$ cat src/sv/kvs_pkg.sv
// Package: shared types, constants and state codes of the keyframe sampler.
package kvs_pkg;
  localparam int MaxKeys = 64;
  localparam int IdxW = $clog2(MaxKeys);
  localparam int CntW = IdxW + 1;

  typedef enum logic [0:0] {
    KindLoad  = 1'b0,
    KindQuery = 1'b1
  } kind_e;

  typedef enum logic [0:0] {
    RegKeyCount = 1'b0,
    RegStepMode = 1'b1
  } reg_e;

  typedef struct packed {
    logic        kind;
    logic [5:0]  key_index;
    logic [31:0] key_time;
    logic [31:0] key_x;
    logic [31:0] key_y;
    logic [31:0] key_z;
    logic [31:0] query_time;
  } in_item_t;

  typedef struct packed {
    logic [31:0] out_x;
    logic [31:0] out_y;
    logic [31:0] out_z;
    logic [5:0]  lower_key;
    logic [15:0] blend_fraction;
  } out_item_t;

  typedef enum logic [3:0] {
    StIdle,
    StSearch,
    StSearchWait,
    StBracket,
    StBracketWait,
    StTimes,
    StDivide,
    StLowRead,
    StLowWait,
    StHighRead,
    StHighWait,
    StMul,
    StDone
  } state_e;

  typedef enum logic [1:0] {
    RdSearch,
    RdLow,
    RdHigh
  } rdsel_e;

  typedef struct packed {
    logic   load_query;
    logic   mem_rd;
    rdsel_e rd_sel;
    logic   search_step;
    logic   cap_t0;
    logic   cap_t1;
    logic   div_start;
    logic   div_step;
    logic   cap_low;
    logic   cap_high;
    logic   mul_step;
    logic   emit;
  } dp_cmd_t;

  typedef struct packed {
    logic search_done;
    logic need_div;
    logic div_done;
    logic need_high;
    logic mul_done;
  } dp_sts_t;
endpackage

$ cat src/sv/kvs_ctrl.sv
// Controller: sequences search, division and blending for one query.
module kvs_ctrl (
  input  logic             clk_i,
  input  logic             rst_ni,
  input  logic             query_i,
  input  kvs_pkg::dp_sts_t sts_i,
  output kvs_pkg::dp_cmd_t cmd_o,
  output logic             busy_o
);
  import kvs_pkg::*;

  state_e state_q, state_d;

  always_ff @(posedge clk_i or negedge rst_ni) begin
    if (!rst_ni) begin
      state_q <= StIdle;
    end else begin
      state_q <= state_d;
    end
  end

  always_comb begin
    state_d = state_q;
    cmd_o = '0;
    cmd_o.rd_sel = RdSearch;
    busy_o = (state_q != StIdle);
    case (state_q)
      StIdle: begin
        if (query_i) begin
          cmd_o.load_query = 1'b1;
          state_d = StSearch;
        end
      end
      StSearch: begin
        if (sts_i.search_done) begin
          state_d = StBracket;
        end else begin
          cmd_o.mem_rd = 1'b1;
          state_d = StSearchWait;
        end
      end
      StSearchWait: begin
        cmd_o.search_step = 1'b1;
        state_d = StSearch;
      end
      StBracket: begin
        cmd_o.mem_rd = 1'b1;
        cmd_o.rd_sel = RdLow;
        state_d = StBracketWait;
      end
      StBracketWait: begin
        cmd_o.cap_t0 = 1'b1;
        cmd_o.mem_rd = 1'b1;
        cmd_o.rd_sel = RdHigh;
        state_d = StTimes;
      end
      StTimes: begin
        cmd_o.cap_t1 = 1'b1;
        cmd_o.div_start = 1'b1;
        state_d = StDivide;
      end
      StDivide: begin
        if (!sts_i.need_div || sts_i.div_done) begin
          state_d = StLowRead;
        end else begin
          cmd_o.div_step = 1'b1;
        end
      end
      StLowRead: begin
        cmd_o.mem_rd = 1'b1;
        cmd_o.rd_sel = RdLow;
        state_d = StLowWait;
      end
      StLowWait: begin
        cmd_o.cap_low = 1'b1;
        state_d = sts_i.need_high ? StHighRead : StDone;
      end
      StHighRead: begin
        cmd_o.mem_rd = 1'b1;
        cmd_o.rd_sel = RdHigh;
        state_d = StHighWait;
      end
      StHighWait: begin
        cmd_o.cap_high = 1'b1;
        state_d = StMul;
      end
      StMul: begin
        if (sts_i.mul_done) begin
          state_d = StDone;
        end else begin
          cmd_o.mul_step = 1'b1;
        end
      end
      StDone: begin
        cmd_o.emit = 1'b1;
        state_d = StIdle;
      end
      default: state_d = StIdle;
    endcase
  end
endmodule

$ cat config.mk
export PLATFORM = sky130hd
export DESIGN_NAME = kvs_ctrl
export DESIGN_NICKNAME = d
export VERILOG_FILES = /design/src/sv/kvs_pkg.sv /design/src/sv/kvs_ctrl.sv
export SDC_FILE = /design/constraint.sdc
export NUM_CORES = 1
export LEC_CHECK = 0
export ABC_AREA = 1
export BUFFER_PORTS_ARGS = -buffer_cell sky130_fd_sc_hd__clkbuf_2
export CELL_PAD_IN_SITES_DETAIL_PLACEMENT = 0
export CELL_PAD_IN_SITES_GLOBAL_PLACEMENT = 1
export CORE_MARGIN = 5
export CORE_UTILIZATION = 28
export DETAILED_ROUTE_END_ITERATION = 10
export PLACE_DENSITY_LB_ADDON = 0.1
export SLEW_MARGIN = 20
export SYNTH_ARGS = -nofsm -noshare
export SYNTH_HDL_FRONTEND = slang
export SYNTH_SLANG_ARGS = --single-unit
export TNS_END_PERCENT = 50
$ cat constraint.sdc
create_clock -name clk_i -period 1.9 [get_ports clk_i]
set_clock_uncertainty 0.05 [all_clocks]
set_input_delay 0.285 -clock clk_i [delete_from_list [all_inputs] [get_ports clk_i]]
set_output_delay 0.285 -clock clk_i [all_outputs]
set_load 0.03 [all_outputs]
======== Word level (Yosys, flattened, before mapping) ========
Cells that the tools add are included.
cells by class
  muxes and demuxes ....................... 21
  reductions and logical operators ........ 8
  eq/ne operators ......................... 15
operators by type and width
  kind                count
  $pmux 4 s12         1
  $eq 4x4->1 const B  5
  $eq 4x3->1 const B  4
  $mux 1              13
  $mux 4              3
  $eq 4x2->1 const B  2
  $ne 2x2->1 const B  3
  $eq 4x1->1 const B  1
  $logic_not 4->1     1
  $pmux 2 s2          1
  $reduce_bool 4->1   1
  $reduce_or 2->1     2
  $reduce_or 4->1     1
  $mux 3              1
  $reduce_and 3->1    1
  $mux 2              1
  $pmux 1 s2          1
  $logic_not 1->1     1
  $logic_or 1x1->1    1
storage, ports and cells
  register bits after elaboration ......... 4
  output and inout port bits .............. 14
  logic and storage cells ................. 45

======== Logic depth before layout (Yosys ltp) ========
Gate-level depths: netlist of the first run.
  word-level depth ........................ 4
  gate-level depth with buffers ........... 7
  depth with buffers taken out ............ 7

======== Least setup slack after synthesis of the first run ========
Ideal clock, no wire load.
  kind .................................... reg2out
  from .................................... register state_q[2]
  to ...................................... output port cmd_o[0] (netlist bit)
  data arrival time ....................... 1.491 ns
  cell stages (with the launch flop) ...... 3
  required time ........................... 1.565 ns
  path slack .............................. 0.074 ns
  path buffers ............................ 0
  cell sequence ........................... dfrtp_1 > inv_1 > nor4_1
RTL lines
  what                      RTL line        text
  start: declaration        kvs_ctrl.sv:12  state_e state_q, state_d;
  start signal: assignment  kvs_ctrl.sv:16  state_q <= StIdle;
  start signal: assignment  kvs_ctrl.sv:18  state_q <= state_d;
  end: declaration          kvs_ctrl.sv:7   output kvs_pkg::dp_cmd_t cmd_o,

==> results.cfg, run 1 <==
[outcome]
status = completed

[grt]
grt_max_degree = 8
antenna_found_initial = 0
grt_first_pass_wirelength_um = 1560
gr-usage-all-layers = 0.0998
gr-total-overflow = 0
grt_pass1_vias = 409

[worst_setup_path]
cp_num_buf_inv = 1
worstPathMaxFanout = 6
path_cells = nor2_1 > nand2_2 > o21ai_2 > nor2_1 > o21ai_0 > buf_4
r2r_cells = 6
r2r_slack_ns = 0.61
worst_setup_path_end_kind = primary output
slowest_stage = dfrtp_1
crit_required_ns = 1.56
max_stage_delay_ns = 0.42
worst_setup_path_start_kind = flop
cp_common_cell = nor2_1
worstSetupStartpoint = state_q[1]$_DFFE_PN0P_
critical_path_arrival_ns = 1.44
rr_startpoint = state_q[1]$_DFFE_PN0P_
crit_type = flop to primary output
r2r-end = state_q[0]$_DFFE_PN0P_
critPathTopFamily = simple AND/OR/NAND/NOR gates

[synthesis]
ys_seq_area_frac = 0.253
synth-xor-area-share = 0
synth_area_per_cell_um2 = 5.99
synth_top_family_by_area = simple AND/OR/NAND/NOR gates
yosys.area_share.simple = 0.468
yosysWarnings = 0
synthMuxAreaShare = 0
synth_compound_area_frac = 0.108
ys_ff_latch = 4
syn_area_um2 = 395
synthAdderAreaFrac = 0
syn-num-nets = 74
synth_cells = 66
synth_cell_types = 18

[finish]
fin_area_um2 = 554
num-fill-cells = 140
top_register = state_q
drive_above_1_share = 0.352
mostFrequentLayoutCell = clkbuf_2
syn2layout_area_growth_pct = 40.2
mostFrequentLayoutCells = clkbuf_2, nand2_1, inv_1, nor2_1
reg_top3 = state_q (4)
fin_nets = 101
largest_register_ffs = 4
num_antenna_cells = 0

[cts]
clockBufferDepth = 2
cts_tree = done
root_buffer = clkbuf_4
cts_sinks = 4
cts_made_buffers = 3
clk_pin_slew_worst_paths_ns = 0.04
h-tree-depth = 1
clk_latency_ns = 0.23

[floorplan]
die-area_um2 = 2260
placementRows = 13
io-pin-count = 22
start_util = 0.300
die_h_um = 47.6
die_w_um = 47.6
core_area_um2 = 1320

[drt]
drt_iter0_drc = 6
routedWlPerCell_um = 9.49
num_vias = 452
postRouteAntennaNets = 0
firstDrtPassIters = 4
routed_wirelength_um = 1010
route.detailed.drc = 0
via_per_inst = 4.26

[power_and_ir_drop]
vdd_drop_max_mv = 0.508
p_leak_nw = 0.381
p_per_area_nw_per_um2 = 1820

[hold_path]
min-delay-start = sts_i[0]
hold_depth = 3
hold_path_class = input port to flop
min_to = state_q[0]$_DFFE_PN0P_

[sta]
fin_setup_tns_ns = 0
setup_viol = 0
report.final.slew_viol_count = 0
finalCritPeriodShare = 0.936
min_period_ns = 1.78
slew-limit-headroom = 0.777
grt_setup_unrepaired = no
hold_violations = 0
tightest_slew_ns = 0.333
fmax_mhz = 562

[placed_design]
place_congestion = 0.793
post-dp-hpwl_um = 843
place_area_um2 = 512
port_buffers = 21

[flow_run]
cap_violations = 0
[per-layer routing]
| metal | wire length (um) | vias up | track usage |
|---|---|---|---|
| li1 | - | 251 | - |
| met1 | 455 | 181 | 0.130 |
| met2 | 462 | 20 | 0.147 |
| met3 | 88 | 0 | 0.0113 |
| met4 | 0 | 0 | 0.0806 |
| met5 | 0 | - | 0 |
[synth_stat cells]
| cell | number | area, um^2 |
|---|---|---|
| inv_1 | 15 | 56.3 |
| nor2_2 | 2 | 12.5 |
| o2bb2ai_1 | 1 | 8.76 |
| nor2_1 | 9 | 33.8 |
| inv_2 | 1 | 3.75 |
| nand2_1 | 17 | 63.8 |
| o21ai_0 | 4 | 20.0 |
| nor3_1 | 1 | 5.00 |
| nand3_1 | 4 | 20.0 |
| nor2_4 | 1 | 11.3 |
| nand2_2 | 1 | 6.26 |
| nor4_1 | 1 | 6.26 |
| dfrtp_1 | 4 | 100 |
| o21ai_2 | 1 | 8.76 |
| buf_4 | 1 | 7.51 |
| nand4_1 | 1 | 6.26 |
| o21ai_1 | 1 | 5.00 |
| nand3b_4 | 1 | 20.0 |
[cell families after synthesis]
family / count (synthesis)
AO/OA/AOI/OAI: 7
buffers and inverters: 17
flip-flops: 4
AND/OR/NAND/NOR: 38
[worst reg2reg max path, stage by stage (launching register included)]
cell	delay, ns
dfrtp_1	0.42
nor2_1	0.31
nand3_1	0.13
nand2_1	0.11
nor2_1	0.06
nand2_1	0.06
nand2_1	0.04
[where the power goes]
part	internal, mW	switching [mW]	total [mW]
sequential	0.127	0.0624	0.190
combinational	0.212	0.503	0.715
clock	0.0705	0.0320	0.102
[worst max-delay path by stage]
stage               slack, ns  cells after the start        end
finish                   0.12                      6  cmd_o[11]
global route            0.003                      6  cmd_o[11]
detailed placement       0.30                      6  cmd_o[11]
global placement         0.29                      6  cmd_o[11]
CTS                      0.05                      6  cmd_o[11]
floorplan                0.07                      2   cmd_o[0]
[stage by stage]
stage	setup WS [ns]	hold WS (ns)	std cells	utilization	power [mW]
global placement	0.289	0.0407	101	0.388	0.897
detailed placement	0.303	0.0409	101	0.388	0.886
CTS	0.0510	0.299	105	0.413	0.996
floorplan	0.0737	-0.0606	66	-	0.714
finish	0.121	0.301	106	0.421	1.01
global route	0.00278	0.316	106	0.421	1.10
[area by class of cell]
| type | count | area, um^2 | area share |
|---|---|---|---|
| Multi-Input combinational cell | 45 | 228 | 0.411 |
| Tap cell | 15 | 18.8 | 0.0339 |
| Timing Repair Buffer | 23 | 125 | 0.226 |
| Sequential cell | 4 | 100 | 0.181 |
| Clock buffer | 3 | 22.5 | 0.0406 |
| Inverter | 16 | 60.1 | 0.108 |
[what timing repair did]
action                                 CTS  global route
setup endpoints to repair                0             1
gates resized for setup                  0             2
hold buffers                             1             0
setup buffers                            0             1
endpoints found under the hold margin    4             0
Note: power is estimated with default switching activity, not from simulation.
==> run 2: changes to the inputs <==
==> config.mk (replaced) <==
export PLATFORM = sky130hd
export DESIGN_NAME = kvs_ctrl
export DESIGN_NICKNAME = d
export VERILOG_FILES = /design/src/sv/kvs_pkg.sv /design/src/sv/kvs_ctrl.sv
export SDC_FILE = /design/constraint.sdc
export NUM_CORES = 1
export LEC_CHECK = 0
export ABC_AREA = 1
export BUFFER_PORTS_ARGS = -buffer_cell sky130_fd_sc_hd__clkbuf_2
export CORE_AREA = 5 5 42 44
export DETAILED_ROUTE_END_ITERATION = 10
export DIE_AREA = 0 0 47 49
export SLEW_MARGIN = 5
export SYNTH_ARGS = -nofsm -noshare
export SYNTH_HDL_FRONTEND = slang
export SYNTH_SLANG_ARGS = --single-unit
export TNS_END_PERCENT = 50
==> results.cfg, run 2 (synthesis gave the netlist of run 1 again) <==
[outcome]
status = completed

[cts]
clk_latency_ns = 0.23
cts_tree = done
root_buffer = clkbuf_4
cts_made_buffers = 3
cts_sinks = 4
clk_pin_slew_worst_paths_ns = 0.04
h-tree-depth = 1
clockBufferDepth = 2

[power_and_ir_drop]
power_frac_comb = 0.702
vdd_drop_max_mv = 0.747
p_per_area_nw_per_um2 = 1800
report.power.total_mw = 1.01
pwr-share-clk = 0.104
p_sw_uw = 596
p_seq_frac = 0.194
internal_power_uw = 416
p_sw_frac = 0.589
p_leak_nw = 0.378

[worst_setup_path]
r2r_cells = 7
critical_path_arrival_ns = 1.41
r2r_slack_ns = 0.67
worst_setup_path_end_kind = primary output
r2r-end = state_q[1]$_DFFE_PN0P_
crit_required_ns = 1.56
worstSetupStartpoint = state_q[2]$_DFFE_PN0P_
worst_setup_path_start_kind = flop
crit_type = flop to primary output
rr_startpoint = state_q[3]$_DFFE_PN0P_
worstPathMaxFanout = 7

[finish]
top_register = state_q
syn2layout_area_growth_pct = 41.8
mostFrequentLayoutCell = clkbuf_2
drive_above_1_share = 0.385
fin_area_um2 = 561
mostFrequentLayoutCells = clkbuf_2, nand2_1, inv_1, nor2_1
reg_top3 = state_q (4)
largest_register_ffs = 4
num-fill-cells = 174
num_antenna_cells = 0
fin_nets = 101

[floorplan]
core_area_um2 = 1400
die_w_um = 47
start_util = 0.282
io-pin-count = 22
die-area_um2 = 2300
placementRows = 14
die_h_um = 49

[sta]
slew-limit-headroom = 0.821
fin_setup_tns_ns = 0
tightest_slew_ns = 0.266
report.final.slew_viol_count = 0
hold_violations = 0
setup_ws_ns = 0.155
setup_viol = 0
finalCritPeriodShare = 0.918
holdWs_ns = 0.298
fmax_mhz = 573
min_period_ns = 1.75
grt_setup_unrepaired = no

[drt]
firstDrtPassIters = 3
num_vias = 453
via_per_inst = 4.23
routed_wirelength_um = 958
routedWlPerCell_um = 8.95
drt_iter0_drc = 6
route.detailed.drc = 0
postRouteAntennaNets = 0

[placed_design]
place_area_um2 = 513
dp_slack_ns = 0.324
post-dp-hpwl_um = 818
place_congestion = 0.725
port_buffers = 21

[grt]
gr-total-overflow = 0
gr-usage-all-layers = 0.103
antenna_found_initial = 0
grt_max_degree = 8
grt_pass1_vias = 443
grt_first_pass_wirelength_um = 1730

[hold_path]
min-delay-start = sts_i[0]
hold_path_class = input port to flop
min_to = state_q[0]$_DFFE_PN0P_
hold_depth = 3

[flow_run]
cap_violations = 0
==> run 2: worst max-delay path, cell delays in order (launching register included) <==
cell,delay [ns]
dfrtp_2,0.46
nor2_4,0.20
inv_1,0.10
o21ai_2,0.13
nor2_1,0.05
o21ai_0,0.07
buf_4,0.18
==> run 2: stage by stage <==
| step | utilization | std cells |
|---|---|---|
| 2_1_floorplan | - | 66 |
| 3_3_place_gp | 0.366 | 102 |
| 3_5_place_dp | 0.366 | 102 |
| 4_1_cts | 0.389 | 106 |
| 5_1_grt | 0.400 | 107 |
| 6_report | 0.400 | 107 |
==> run 2: layout make-up <==
class / count / area (um^2) / share of cell area
inverter: 16 / 60.1 / 0.107
clock buffer: 3 / 22.5 / 0.0402
timing repair buffer: 23 / 125 / 0.223
multi-input combinational: 45 / 230 / 0.411
sequential: 4 / 103 / 0.183
tap: 16 / 20.0 / 0.0357
==> run 2: routing by layer <==
layer | GRT usage | part of all wire
met5 | 0 | 0
met2 | 0.143 | 0.44
met4 | 0.0553 | 0
met1 | 0.134 | 0.45
met3 | 0.0369 | 0.11
==> run 2: power groups by stage <==
stage          combinational [mW]  sequential, mW  clock [mW]
3_3_place_gp                0.690           0.190           0
4_1_cts                     0.693           0.189       0.110
5_1_grt                     0.796           0.210       0.119
6_report                    0.710           0.197       0.105
2_1_floorplan               0.537           0.177           0
3_5_place_dp                0.688           0.190           0
==> run 2: worst max-delay path by stage <==
stage / end / slack, ns / depth (start not counted)
after floorplan: cmd_o[0] / 0.07 / 2
after global placement: cmd_o[11] / 0.33 / 6
after detailed placement: cmd_o[11] / 0.32 / 6
after CTS: cmd_o[11] / 0.06 / 8
after global routing: cmd_o[11] / 0.03 / 8
final: cmd_o[11] / 0.15 / 6
==> run 2: repair_timing <==
| item | in CTS | in global routing |
|---|---|---|
| endpoints found under the hold margin | 4 | 0 |
| resized for setup | 0 | 5 |
| setup endpoints to repair | 0 | 1 |
| hold buffers | 1 | 0 |
| buffers inserted | 0 | 1 |
